## config.mk

```make
export PLATFORM = sky130hd
export DESIGN_NAME = iir_lowpass_highpass_cascade
export DESIGN_NICKNAME = d
export VERILOG_FILES = /design/src/rtl/core/iir_lhc_pkg.sv /design/src/rtl/core/iir_lhc_ctrl.sv /design/src/rtl/core/iir_lhc_datapath.sv /design/src/rtl/core/iir_lowpass_highpass_cascade.sv
export VERILOG_INCLUDE_DIRS = /design/src /design/src/rtl/core
export SDC_FILE = /design/constraint.sdc
export NUM_CORES = 2
export LEC_CHECK = 0
export BUFFER_PORTS_ARGS = -buffer_cell sky130_fd_sc_hd__buf_2
export CAP_MARGIN = 5
export CORE_ASPECT_RATIO = 1.2
export CORE_MARGIN = 4
export CORE_UTILIZATION = 34
export DETAILED_ROUTE_END_ITERATION = 16
export HOLD_SLACK_MARGIN = 0.02
export PLACE_DENSITY_LB_ADDON = 0.3
export SLEW_MARGIN = 30
export SYNTH_ARGS = -nofsm -noshare
export SYNTH_HDL_FRONTEND = slang
export SYNTH_HIERARCHICAL = 1
export SYNTH_SLANG_ARGS = --single-unit
```

## constraint.sdc

```tcl
create_clock -name clk_i -period 10.5 [get_ports clk_i]
set_input_delay 2.1 -clock clk_i [delete_from_list [all_inputs] [get_ports clk_i]]
set_output_delay 2.1 -clock clk_i [all_outputs]
set_load 0.01 [all_outputs]
```

## src/rtl/core/iir_lowpass_highpass_cascade_defines.svh

```systemverilog
// Assertion macros for the IIR low-pass / high-pass cascade.
// Used by the top level only; expects clk_i and rst_ni in scope.
`ifndef IIR_LOWPASS_HIGHPASS_CASCADE_DEFINES_SVH
`define IIR_LOWPASS_HIGHPASS_CASCADE_DEFINES_SVH

// Same-cycle implication, disabled while in reset.
`define IIR_ASSERT_IMP(lbl, ante, cons) \
  lbl: assert property (@(posedge clk_i) disable iff (!rst_ni) (ante) |-> (cons)) \
    else $error("iir cascade: same-cycle check failed");

// Next-cycle implication, disabled while in reset.
`define IIR_ASSERT_NXT(lbl, ante, cons) \
  lbl: assert property (@(posedge clk_i) disable iff (!rst_ni) (ante) |=> (cons)) \
    else $error("iir cascade: next-cycle check failed");

`endif

```

## src/rtl/core/iir_lhc_pkg.sv

```systemverilog
// Package for the IIR low-pass / high-pass cascade: step table, command types.
// No dependencies.
`default_nettype none

package iir_lhc_pkg;

  localparam int unsigned LP_ORDER     = 4;
  localparam int unsigned HP_ORDER     = 3;
  localparam int unsigned LP_FRAC_BITS = 13;
  localparam int unsigned HP_FRAC_BITS = 12;
  localparam int unsigned COEF_W       = 16;
  localparam int unsigned DLY_DEPTH    = LP_ORDER + HP_ORDER;
  localparam int unsigned DLY_IDX_W    = $clog2(DLY_DEPTH);
  localparam int unsigned NUM_STEPS    = 2 * (LP_ORDER + HP_ORDER) + 2;
  localparam int unsigned STEP_W       = $clog2(NUM_STEPS);
  localparam logic [STEP_W-1:0] LAST_STEP = STEP_W'(NUM_STEPS - 1);

  typedef enum logic [1:0] {
    OPND_SAMPLE = 2'd0,
    OPND_LP     = 2'd1,
    OPND_HP     = 2'd2
  } opnd_e;

  typedef enum logic [1:0] {
    MODE_LOAD_D    = 2'd0,
    MODE_LOAD_ZERO = 2'd1,
    MODE_SUB       = 2'd2
  } mode_e;

  typedef enum logic [1:0] {
    YCAP_NONE = 2'd0,
    YCAP_LP   = 2'd1,
    YCAP_HP   = 2'd2
  } ycap_e;

  typedef struct packed {
    logic signed [COEF_W-1:0] coef;
    opnd_e                    opnd;
    mode_e                    mode;
    logic [DLY_IDX_W-1:0]     didx;  // delay read index (load) or write index (sub)
    ycap_e                    ycap;
  } step_t;

  typedef struct packed {
    logic  load_in;
    logic  mul_en;
    logic  acc_en;
    logic  ycap_en;
    logic  out_load;
    step_t step;
  } cmd_t;

  // Micro-program: low-pass stage in steps 0..8, high-pass in 9..15.
  function automatic step_t step_info(input logic [STEP_W-1:0] s);
    step_t r;
    case (s)
      4'd0:    r = '{ 16'sd26,     OPND_SAMPLE, MODE_LOAD_D,    3'd0, YCAP_LP   };
      4'd1:    r = '{ 16'sd105,    OPND_SAMPLE, MODE_LOAD_D,    3'd1, YCAP_NONE };
      4'd2:    r = '{ -16'sd20874, OPND_LP,     MODE_SUB,       3'd0, YCAP_NONE };
      4'd3:    r = '{ 16'sd158,    OPND_SAMPLE, MODE_LOAD_D,    3'd2, YCAP_NONE };
      4'd4:    r = '{ 16'sd21380,  OPND_LP,     MODE_SUB,       3'd1, YCAP_NONE };
      4'd5:    r = '{ 16'sd105,    OPND_SAMPLE, MODE_LOAD_D,    3'd3, YCAP_NONE };
      4'd6:    r = '{ -16'sd10134, OPND_LP,     MODE_SUB,       3'd2, YCAP_NONE };
      4'd7:    r = '{ 16'sd26,     OPND_SAMPLE, MODE_LOAD_ZERO, 3'd0, YCAP_NONE };
      4'd8:    r = '{ 16'sd1859,   OPND_LP,     MODE_SUB,       3'd3, YCAP_NONE };
      4'd9:    r = '{ 16'sd3540,   OPND_LP,     MODE_LOAD_D,    3'd4, YCAP_HP   };
      4'd10:   r = '{ -16'sd10621, OPND_LP,     MODE_LOAD_D,    3'd5, YCAP_NONE };
      4'd11:   r = '{ -16'sd11096, OPND_HP,     MODE_SUB,       3'd4, YCAP_NONE };
      4'd12:   r = '{ 16'sd10621,  OPND_LP,     MODE_LOAD_D,    3'd6, YCAP_NONE };
      4'd13:   r = '{ 16'sd10072,  OPND_HP,     MODE_SUB,       3'd5, YCAP_NONE };
      4'd14:   r = '{ -16'sd3540,  OPND_LP,     MODE_LOAD_ZERO, 3'd0, YCAP_NONE };
      4'd15:   r = '{ -16'sd3060,  OPND_HP,     MODE_SUB,       3'd6, YCAP_NONE };
      default: r = '{ 16'sd0,      OPND_SAMPLE, MODE_LOAD_ZERO, 3'd0, YCAP_NONE };
    endcase
    return r;
  endfunction

endpackage

`default_nettype wire

```

## src/rtl/core/iir_lhc_ctrl.sv

```systemverilog
// Sequencer for the IIR cascade: steps the shared multiply-accumulate through
// the micro-program and handles both handshakes. Depends on iir_lhc_pkg.
`default_nettype none

module iir_lhc_ctrl import iir_lhc_pkg::*; (
  input  wire  clk_i,
  input  wire  rst_ni,
  input  wire  in_valid_i,
  output logic in_stall_o,
  output logic out_valid_o,
  input  wire  out_stall_i,
  output cmd_t cmd_o
);

  typedef enum logic [4:0] {
    ST_IDLE   = 5'b00001,
    ST_MUL    = 5'b00010,
    ST_ACC    = 5'b00100,
    ST_YCALC  = 5'b01000,
    ST_FINISH = 5'b10000
  } state_e;

  state_e             state_q, state_d;
  logic [STEP_W-1:0]  step_q, step_d;
  logic               out_valid_q, out_valid_d;
  step_t              cur;

  assign cur = step_info(step_q);

  always_comb begin
    state_d      = state_q;
    step_d       = step_q;
    cmd_o        = '0;
    cmd_o.step   = cur;
    case (state_q)
      ST_IDLE: begin
        if (in_valid_i) begin
          cmd_o.load_in = 1'b1;
          step_d        = '0;
          state_d       = ST_MUL;
        end
      end
      ST_MUL: begin
        cmd_o.mul_en = 1'b1;
        state_d      = ST_ACC;
      end
      ST_ACC: begin
        cmd_o.acc_en = 1'b1;
        if (cur.ycap != YCAP_NONE) begin
          state_d = ST_YCALC;
        end else if (step_q == LAST_STEP) begin
          state_d = ST_FINISH;
        end else begin
          step_d  = step_q + 1'b1;
          state_d = ST_MUL;
        end
      end
      ST_YCALC: begin
        cmd_o.ycap_en = 1'b1;
        step_d        = step_q + 1'b1;
        state_d       = ST_MUL;
      end
      ST_FINISH: begin
        if (!out_valid_q || !out_stall_i) begin
          cmd_o.out_load = 1'b1;
          state_d        = ST_IDLE;
        end
      end
      default: state_d = ST_IDLE;
    endcase
  end

  always_comb begin
    out_valid_d = out_valid_q;
    if (out_valid_q && !out_stall_i) out_valid_d = 1'b0;
    if (cmd_o.out_load) out_valid_d = 1'b1;
  end

  always_ff @(posedge clk_i or negedge rst_ni) begin
    if (!rst_ni) begin
      state_q     <= ST_IDLE;
      step_q      <= '0;
      out_valid_q <= 1'b0;
    end else begin
      state_q     <= state_d;
      step_q      <= step_d;
      out_valid_q <= out_valid_d;
    end
  end

  assign in_stall_o  = (state_q != ST_IDLE);
  assign out_valid_o = out_valid_q;

endmodule

`default_nettype wire

```

## src/rtl/core/iir_lhc_datapath.sv

```systemverilog
// Datapath for the IIR cascade: one multiplier, accumulator, delay registers,
// divide-and-saturate and the output registers. Depends on iir_lhc_pkg.
`default_nettype none

module iir_lhc_datapath import iir_lhc_pkg::*; #(
  parameter int unsigned SAMPLE_WIDTH = 24,
  parameter int unsigned STATE_WIDTH  = 48
) (
  input  wire                            clk_i,
  input  wire                            rst_ni,
  input  cmd_t                           cmd_i,
  input  wire  signed [SAMPLE_WIDTH-1:0] sample_i,
  output logic signed [SAMPLE_WIDTH-1:0] lowpass_out_o,
  output logic signed [SAMPLE_WIDTH-1:0] highpass_out_o
);

  localparam int unsigned SW = STATE_WIDTH;
  localparam int unsigned PW = SAMPLE_WIDTH + COEF_W;
  localparam int unsigned EW = (PW > SW) ? PW : SW;

  localparam logic [SW-1:0] LP_MASK = SW'((64'd1 << LP_FRAC_BITS) - 64'd1);
  localparam logic [SW-1:0] HP_MASK = SW'((64'd1 << HP_FRAC_BITS) - 64'd1);
  localparam logic signed [SW-1:0] Y_HI =
    {{(SW-SAMPLE_WIDTH+1){1'b0}}, {(SAMPLE_WIDTH-1){1'b1}}};
  localparam logic signed [SW-1:0] Y_LO = ~Y_HI;

  logic signed [SAMPLE_WIDTH-1:0] u_q, lp_q, hp_q, opnd, y_sat;
  logic signed [COEF_W-1:0]       coef;
  logic signed [PW-1:0]           prod;
  logic signed [EW-1:0]           p_ext;
  logic [SW-1:0]                  p_q, acc_q, acc_d, d_rd, bias, sum;
  logic signed [SW-1:0]           q;
  logic [SW-1:0]                  dly_q [DLY_DEPTH];
  logic                           is_lp;

  always_comb begin
    case (cmd_i.step.opnd)
      OPND_SAMPLE: opnd = u_q;
      OPND_LP:     opnd = lp_q;
      OPND_HP:     opnd = hp_q;
      default:     opnd = u_q;
    endcase
  end

  assign coef  = cmd_i.step.coef;
  assign prod  = coef * opnd;
  assign p_ext = EW'(prod);

  assign d_rd = dly_q[cmd_i.step.didx];

  always_comb begin
    case (cmd_i.step.mode)
      MODE_LOAD_D:    acc_d = d_rd + p_q;
      MODE_LOAD_ZERO: acc_d = p_q;
      MODE_SUB:       acc_d = acc_q - p_q;
      default:        acc_d = acc_q;
    endcase
  end

  // truncate toward zero: bias negatives before the arithmetic shift
  assign is_lp = (cmd_i.step.ycap == YCAP_LP);
  assign bias  = acc_q[SW-1] ? (is_lp ? LP_MASK : HP_MASK) : '0;
  assign sum   = acc_q + bias;
  assign q     = is_lp ? ($signed(sum) >>> LP_FRAC_BITS) : ($signed(sum) >>> HP_FRAC_BITS);

  always_comb begin
    if (q > Y_HI) begin
      y_sat = Y_HI[SAMPLE_WIDTH-1:0];
    end else if (q < Y_LO) begin
      y_sat = Y_LO[SAMPLE_WIDTH-1:0];
    end else begin
      y_sat = q[SAMPLE_WIDTH-1:0];
    end
  end

  always_ff @(posedge clk_i) begin
    if (cmd_i.load_in) u_q <= sample_i;
    if (cmd_i.mul_en)  p_q <= p_ext[SW-1:0];
    if (cmd_i.acc_en)  acc_q <= acc_d;
    if (cmd_i.ycap_en) begin
      if (is_lp) begin
        lp_q <= y_sat;
      end else begin
        hp_q <= y_sat;
      end
    end
    if (cmd_i.out_load) begin
      lowpass_out_o  <= lp_q;
      highpass_out_o <= hp_q;
    end
  end

  always_ff @(posedge clk_i or negedge rst_ni) begin
    if (!rst_ni) begin
      for (int i = 0; i < DLY_DEPTH; i++) dly_q[i] <= '0;
    end else if (cmd_i.acc_en && (cmd_i.step.mode == MODE_SUB)) begin
      dly_q[cmd_i.step.didx] <= acc_d;
    end
  end

endmodule

`default_nettype wire

```

## src/rtl/core/iir_lowpass_highpass_cascade.sv

```systemverilog
// Top level of the IIR low-pass (4th order) / high-pass (3rd order) cascade.
// Instantiates iir_lhc_ctrl and iir_lhc_datapath; uses iir_lhc_pkg and the defines header.
//
//   channel | valid       | stall       | payload
//   --------+-------------+-------------+-------------------------------------
//   in      | in_valid_i  | in_stall_o  | sample_i
//   out     | out_valid_o | out_stall_i | lowpass_out_o, highpass_out_o
//
// Each beat is accepted in the idle state, then runs sixteen multiply-accumulate
// steps, each a multiply state and an accumulate state on the one shared multiplier,
// a divide-and-saturate state per filter stage and a hand-over before the next beat.
// Reset clears the delay line and control state; no clearing pass is needed.
// A result waits in the output register while the next beat is accepted.
// While that result stays stalled, the hand-over of the next one waits too.
`default_nettype none

`include "iir_lowpass_highpass_cascade_defines.svh"

module iir_lowpass_highpass_cascade import iir_lhc_pkg::*; #(
  parameter int unsigned SAMPLE_WIDTH = 24,
  parameter int unsigned STATE_WIDTH  = 48
) (
  input  wire                            clk_i,
  input  wire                            rst_ni,
  input  wire                            in_valid_i,
  output logic                           in_stall_o,
  input  wire  signed [SAMPLE_WIDTH-1:0] sample_i,
  output logic                           out_valid_o,
  input  wire                            out_stall_i,
  output logic signed [SAMPLE_WIDTH-1:0] lowpass_out_o,
  output logic signed [SAMPLE_WIDTH-1:0] highpass_out_o
);

  cmd_t cmd;

  iir_lhc_ctrl u_ctrl (
    .clk_i       (clk_i),
    .rst_ni      (rst_ni),
    .in_valid_i  (in_valid_i),
    .in_stall_o  (in_stall_o),
    .out_valid_o (out_valid_o),
    .out_stall_i (out_stall_i),
    .cmd_o       (cmd)
  );

  iir_lhc_datapath #(
    .SAMPLE_WIDTH (SAMPLE_WIDTH),
    .STATE_WIDTH  (STATE_WIDTH)
  ) u_datapath (
    .clk_i          (clk_i),
    .rst_ni         (rst_ni),
    .cmd_i          (cmd),
    .sample_i       (sample_i),
    .lowpass_out_o  (lowpass_out_o),
    .highpass_out_o (highpass_out_o)
  );

  `IIR_ASSERT_NXT(a_busy_after_accept, in_valid_i && !in_stall_o, in_stall_o)
  `IIR_ASSERT_NXT(a_no_instant_result, in_valid_i && !in_stall_o, !$rose(out_valid_o))
  `IIR_ASSERT_NXT(a_load_sets_valid, cmd.out_load, out_valid_o)
  `IIR_ASSERT_IMP(a_idle_on_result, $rose(out_valid_o), !in_stall_o)

endmodule

`default_nettype wire

```

==> key figures <==
GRT
  • Initial antenna violation count: 2
  • Vias in the first global route: 35,470
  • All-layer global routing usage: 20.15%
  • Largest net degree at the start of global routing: 80
  • Overflow after GRT: 0
  • First-pass GRT wire length: 214.9 mm

Clock tree
  • Inserted Clock Buffers: 60
  • CTS tree: built
  • Bufs on Longest Clock Path: 3
  • Clk Latency, worst-skew pair: 0.68 ns
  • Clock slew at reported path FFs: 0.07 ns
  • Number of setup buffers added after CTS: 0
  • H-tree depth: 2
  • Clk Tree Root Cell: clkbuf_16
  • Post-cts sizing count: 0
  • CTS sink cnt: 554
  • Post-CTS Hold Buffers: 0

STA
  • Period utilization: 92.45%
  • Minimum clock period: 9.708 ns
  • Worst Hold Margin: 0.4502 ns
  • Slew HR: 33.51%
  • Clk_skew: 0.05879 ns
  • Highest clock rate: 103.0 MHz
  • Worst slew pin tran: 0.9915 ns
  • RSZ-0062 raised after global routing: no
  • Setup WS post-layout: 0.7923 ns
  • Sum Neg Setup Slack: 0 ns
  • Final Max Tran Viols: 0
  • Fin. Hold Viols: 0
  • Final count of negative-setup-slack endpoints: 0

Detailed routing
  • Vias per cell: 5.317
  • Routed WL: 139.7 mm
  • Via count: 34,720
  • WL per Instance: 21.40 µm
  • DRC viols: 0
  • First-pass DRT Iterations: 5
  • Starting DRT DRC Count: 2,567
  • Routed Antenna Nets: 0

Die
  • Die height: 405.0 µm
  • Total core area: 130,300 µm²
  • Die footprint: 137,200 µm²
  • Io pins: 78
  • # rows: 145
  • Starting density of the core: 34.27%
  • Die X: 338.8 µm

Logic synthesis
  • Netlist cell types: 99
  • Synthesized cell area: 44,650 µm²
  • Number of synthesized flops with an enable pin: 208
  • Synthesized net count: 5,427
  • Syn_area_per_cell: 9.282 µm²
  • Synth area leader: dfrtp_1
  • Synth top area share: 19.34%
  • Cells after Synth: 4,810
  • Main synth FF type: dfrtp_1
  • #FFs+latches synth: 554
  • Yosys warnings: 6
  • Synth top area cells: dfrtp_1, fa_1, edfxtp_1
  • Fraction of registers with async set/reset: 62.45%
  • Post-synthesis sequential area ratio: 33.39%

Min path
  • Worst Hold Class: flop to flop

Setup path
  • WP buf/inv: 7
  • Data arrival time of the worst path: 10.12 ns
  • Nature of the critical path endpoint: flop
  • Top Family by Delay on Critical Path: adder cells
  • Worst-path fanout max: 24
  • Setup CP Type: flop to flop
  • Worst EP required: 10.91 ns
  • Startpoint types: flop
  • Slowest CP cell: ha_1
  • Slowest stage delay, CP: 0.75 ns

Finish
  • Total Nets Final: 5,407
  • Leading cell type in the layout, fill and taps excluded: nand2_1
  • Core Util, Final: 37.73%
  • Most frequent cells in the layout: nand2_1, inv_1, fa_1, dfrtp_1, nor2_1
  • Share of layout cells above drive strength 1: 9.857%
  • Layout area overhead: 10.09%

Flow run
  • Maxcap violations: 0

Status
  • Status: completed

Place
  • DP HPWL: 102.7 mm
  • # port buffers: 77
  • DP Worst Slack: 0.8396 ns
  • Final GP Congestion: 0.8903
cell type report:
| cell class | instances | area [µm²] |
|---|---|---|
| Fill cell | 13110 | 81110 |
| Multi-Input combinational cell | 3481 | 27060 |
| Sequential cell | 554 | 14910 |
| Tap cell | 1690 | 2115 |
| Inverter | 518 | 1944 |
| Clock buffer | 81 | 1682 |
| Timing Repair Buffer | 175 | 1137 |
| Clock inverter | 30 | 301.5 |
| Antenna cell | 1 | 2.502 |
through the flow:
stage               cell area, µm²  instances
finish                       49150       6530
global route                 49150       6529
CTS                          49120       6528
detailed placement           47140       6417
global placement             47090       6416
floorplan                    44650       4810
flip-flops by register name (all words and copies together) (netlist names), 4 cells and up:
name,cells
u_datapath/acc_q,48
u_ctrl/state_q,5
u_datapath/dly_q,336
u_ctrl/step_q,4
u_datapath/lp_q,24
u_datapath/lowpass_out_o,24
u_datapath/u_q,24
u_datapath/p_q,40
u_datapath/highpass_out_o,24
u_datapath/hp_q,24
worst paths after layout:
check                                              startpoint                                     end  slack (ns)  cells after the start
max in group asynchronous                              rst_ni       u_datapath/dly_q[187]$_DFFE_PN0P_        7.23                      3
worst max-delay path             u_ctrl/step_q[0]$_DFFE_PN0P_            u_datapath/p_q[38]$_DFFE_PP_        0.79                     31
worst min-delay path            u_datapath/lp_q[17]$_DFFE_PP_  u_datapath/lowpass_out_o[17]$_DFFE_PP_        0.45                      0
worst max register to register   u_ctrl/step_q[0]$_DFFE_PN0P_            u_datapath/p_q[38]$_DFFE_PP_        0.79                     31
worst min register to register  u_datapath/lp_q[17]$_DFFE_PP_  u_datapath/lowpass_out_o[17]$_DFFE_PP_        0.45                      0
min in group asynchronous                              rst_ni        u_datapath/dly_q[51]$_DFFE_PN0P_        1.39                      1
worst reg2reg max path: cells and delay by family, from the launching register on:
family	cells	cell delay, ns
DFF	1	0.46
buffers and inverters	7	0.85
xor gates and xnor gates	1	0.07
adders and majority gates	9	4.35
AOI/OAI and AO/OA	8	2.71
and+or+nand+nor	6	1.04
cells by family (layout without fill, tap and decap cells):
group | after synthesis | in the layout | share of synthesized area [%]
flops | 554 | 554 | 33.39
compound gates | 928 | 928 | 13.25
buf+inv | 775 | 804 | 6.597
xor+xnor | 140 | 140 | 2.746
fa+ha+maj | 590 | 590 | 22.85
mux | 143 | 143 | 4.363
simple gates | 1680 | 1680 | 16.81
other cells | 0 | 1 | 0
per-layer routing:
metal / global-route usage, % / wire length (µm) / vias to the layer above
met1: 25.22 / 57180 / 17580
met2: 36.39 / 71010 / 911
met4: 6.023 / 4316 / 0
met3: 2.504 / 7242 / 206
met5: 0 / 0 / -
li1: - / - / 16030
cell usage after synthesis, types with 29 or more instances:
library cell  number
nand2_1          966
inv_1            517
fa_1             376
dfrtp_1          345
o21ai_0          269
nor2_1           254
a21oi_1          240
clkbuf_1         216
ha_1             213
edfxtp_1         208
and2_1           156
a22oi_1           98
xnor2_1           95
nand3_1           90
a21o_1            68
mux2_2            63
mux2i_1           45
xor2_1            45
nor3_1            44
mux4_2            35
a211oi_1          33
nor2b_1           29
Power is left out: the tool's default activity adds up to more than one toggle a clock period on the data nets, which glitch-free logic cannot reach.
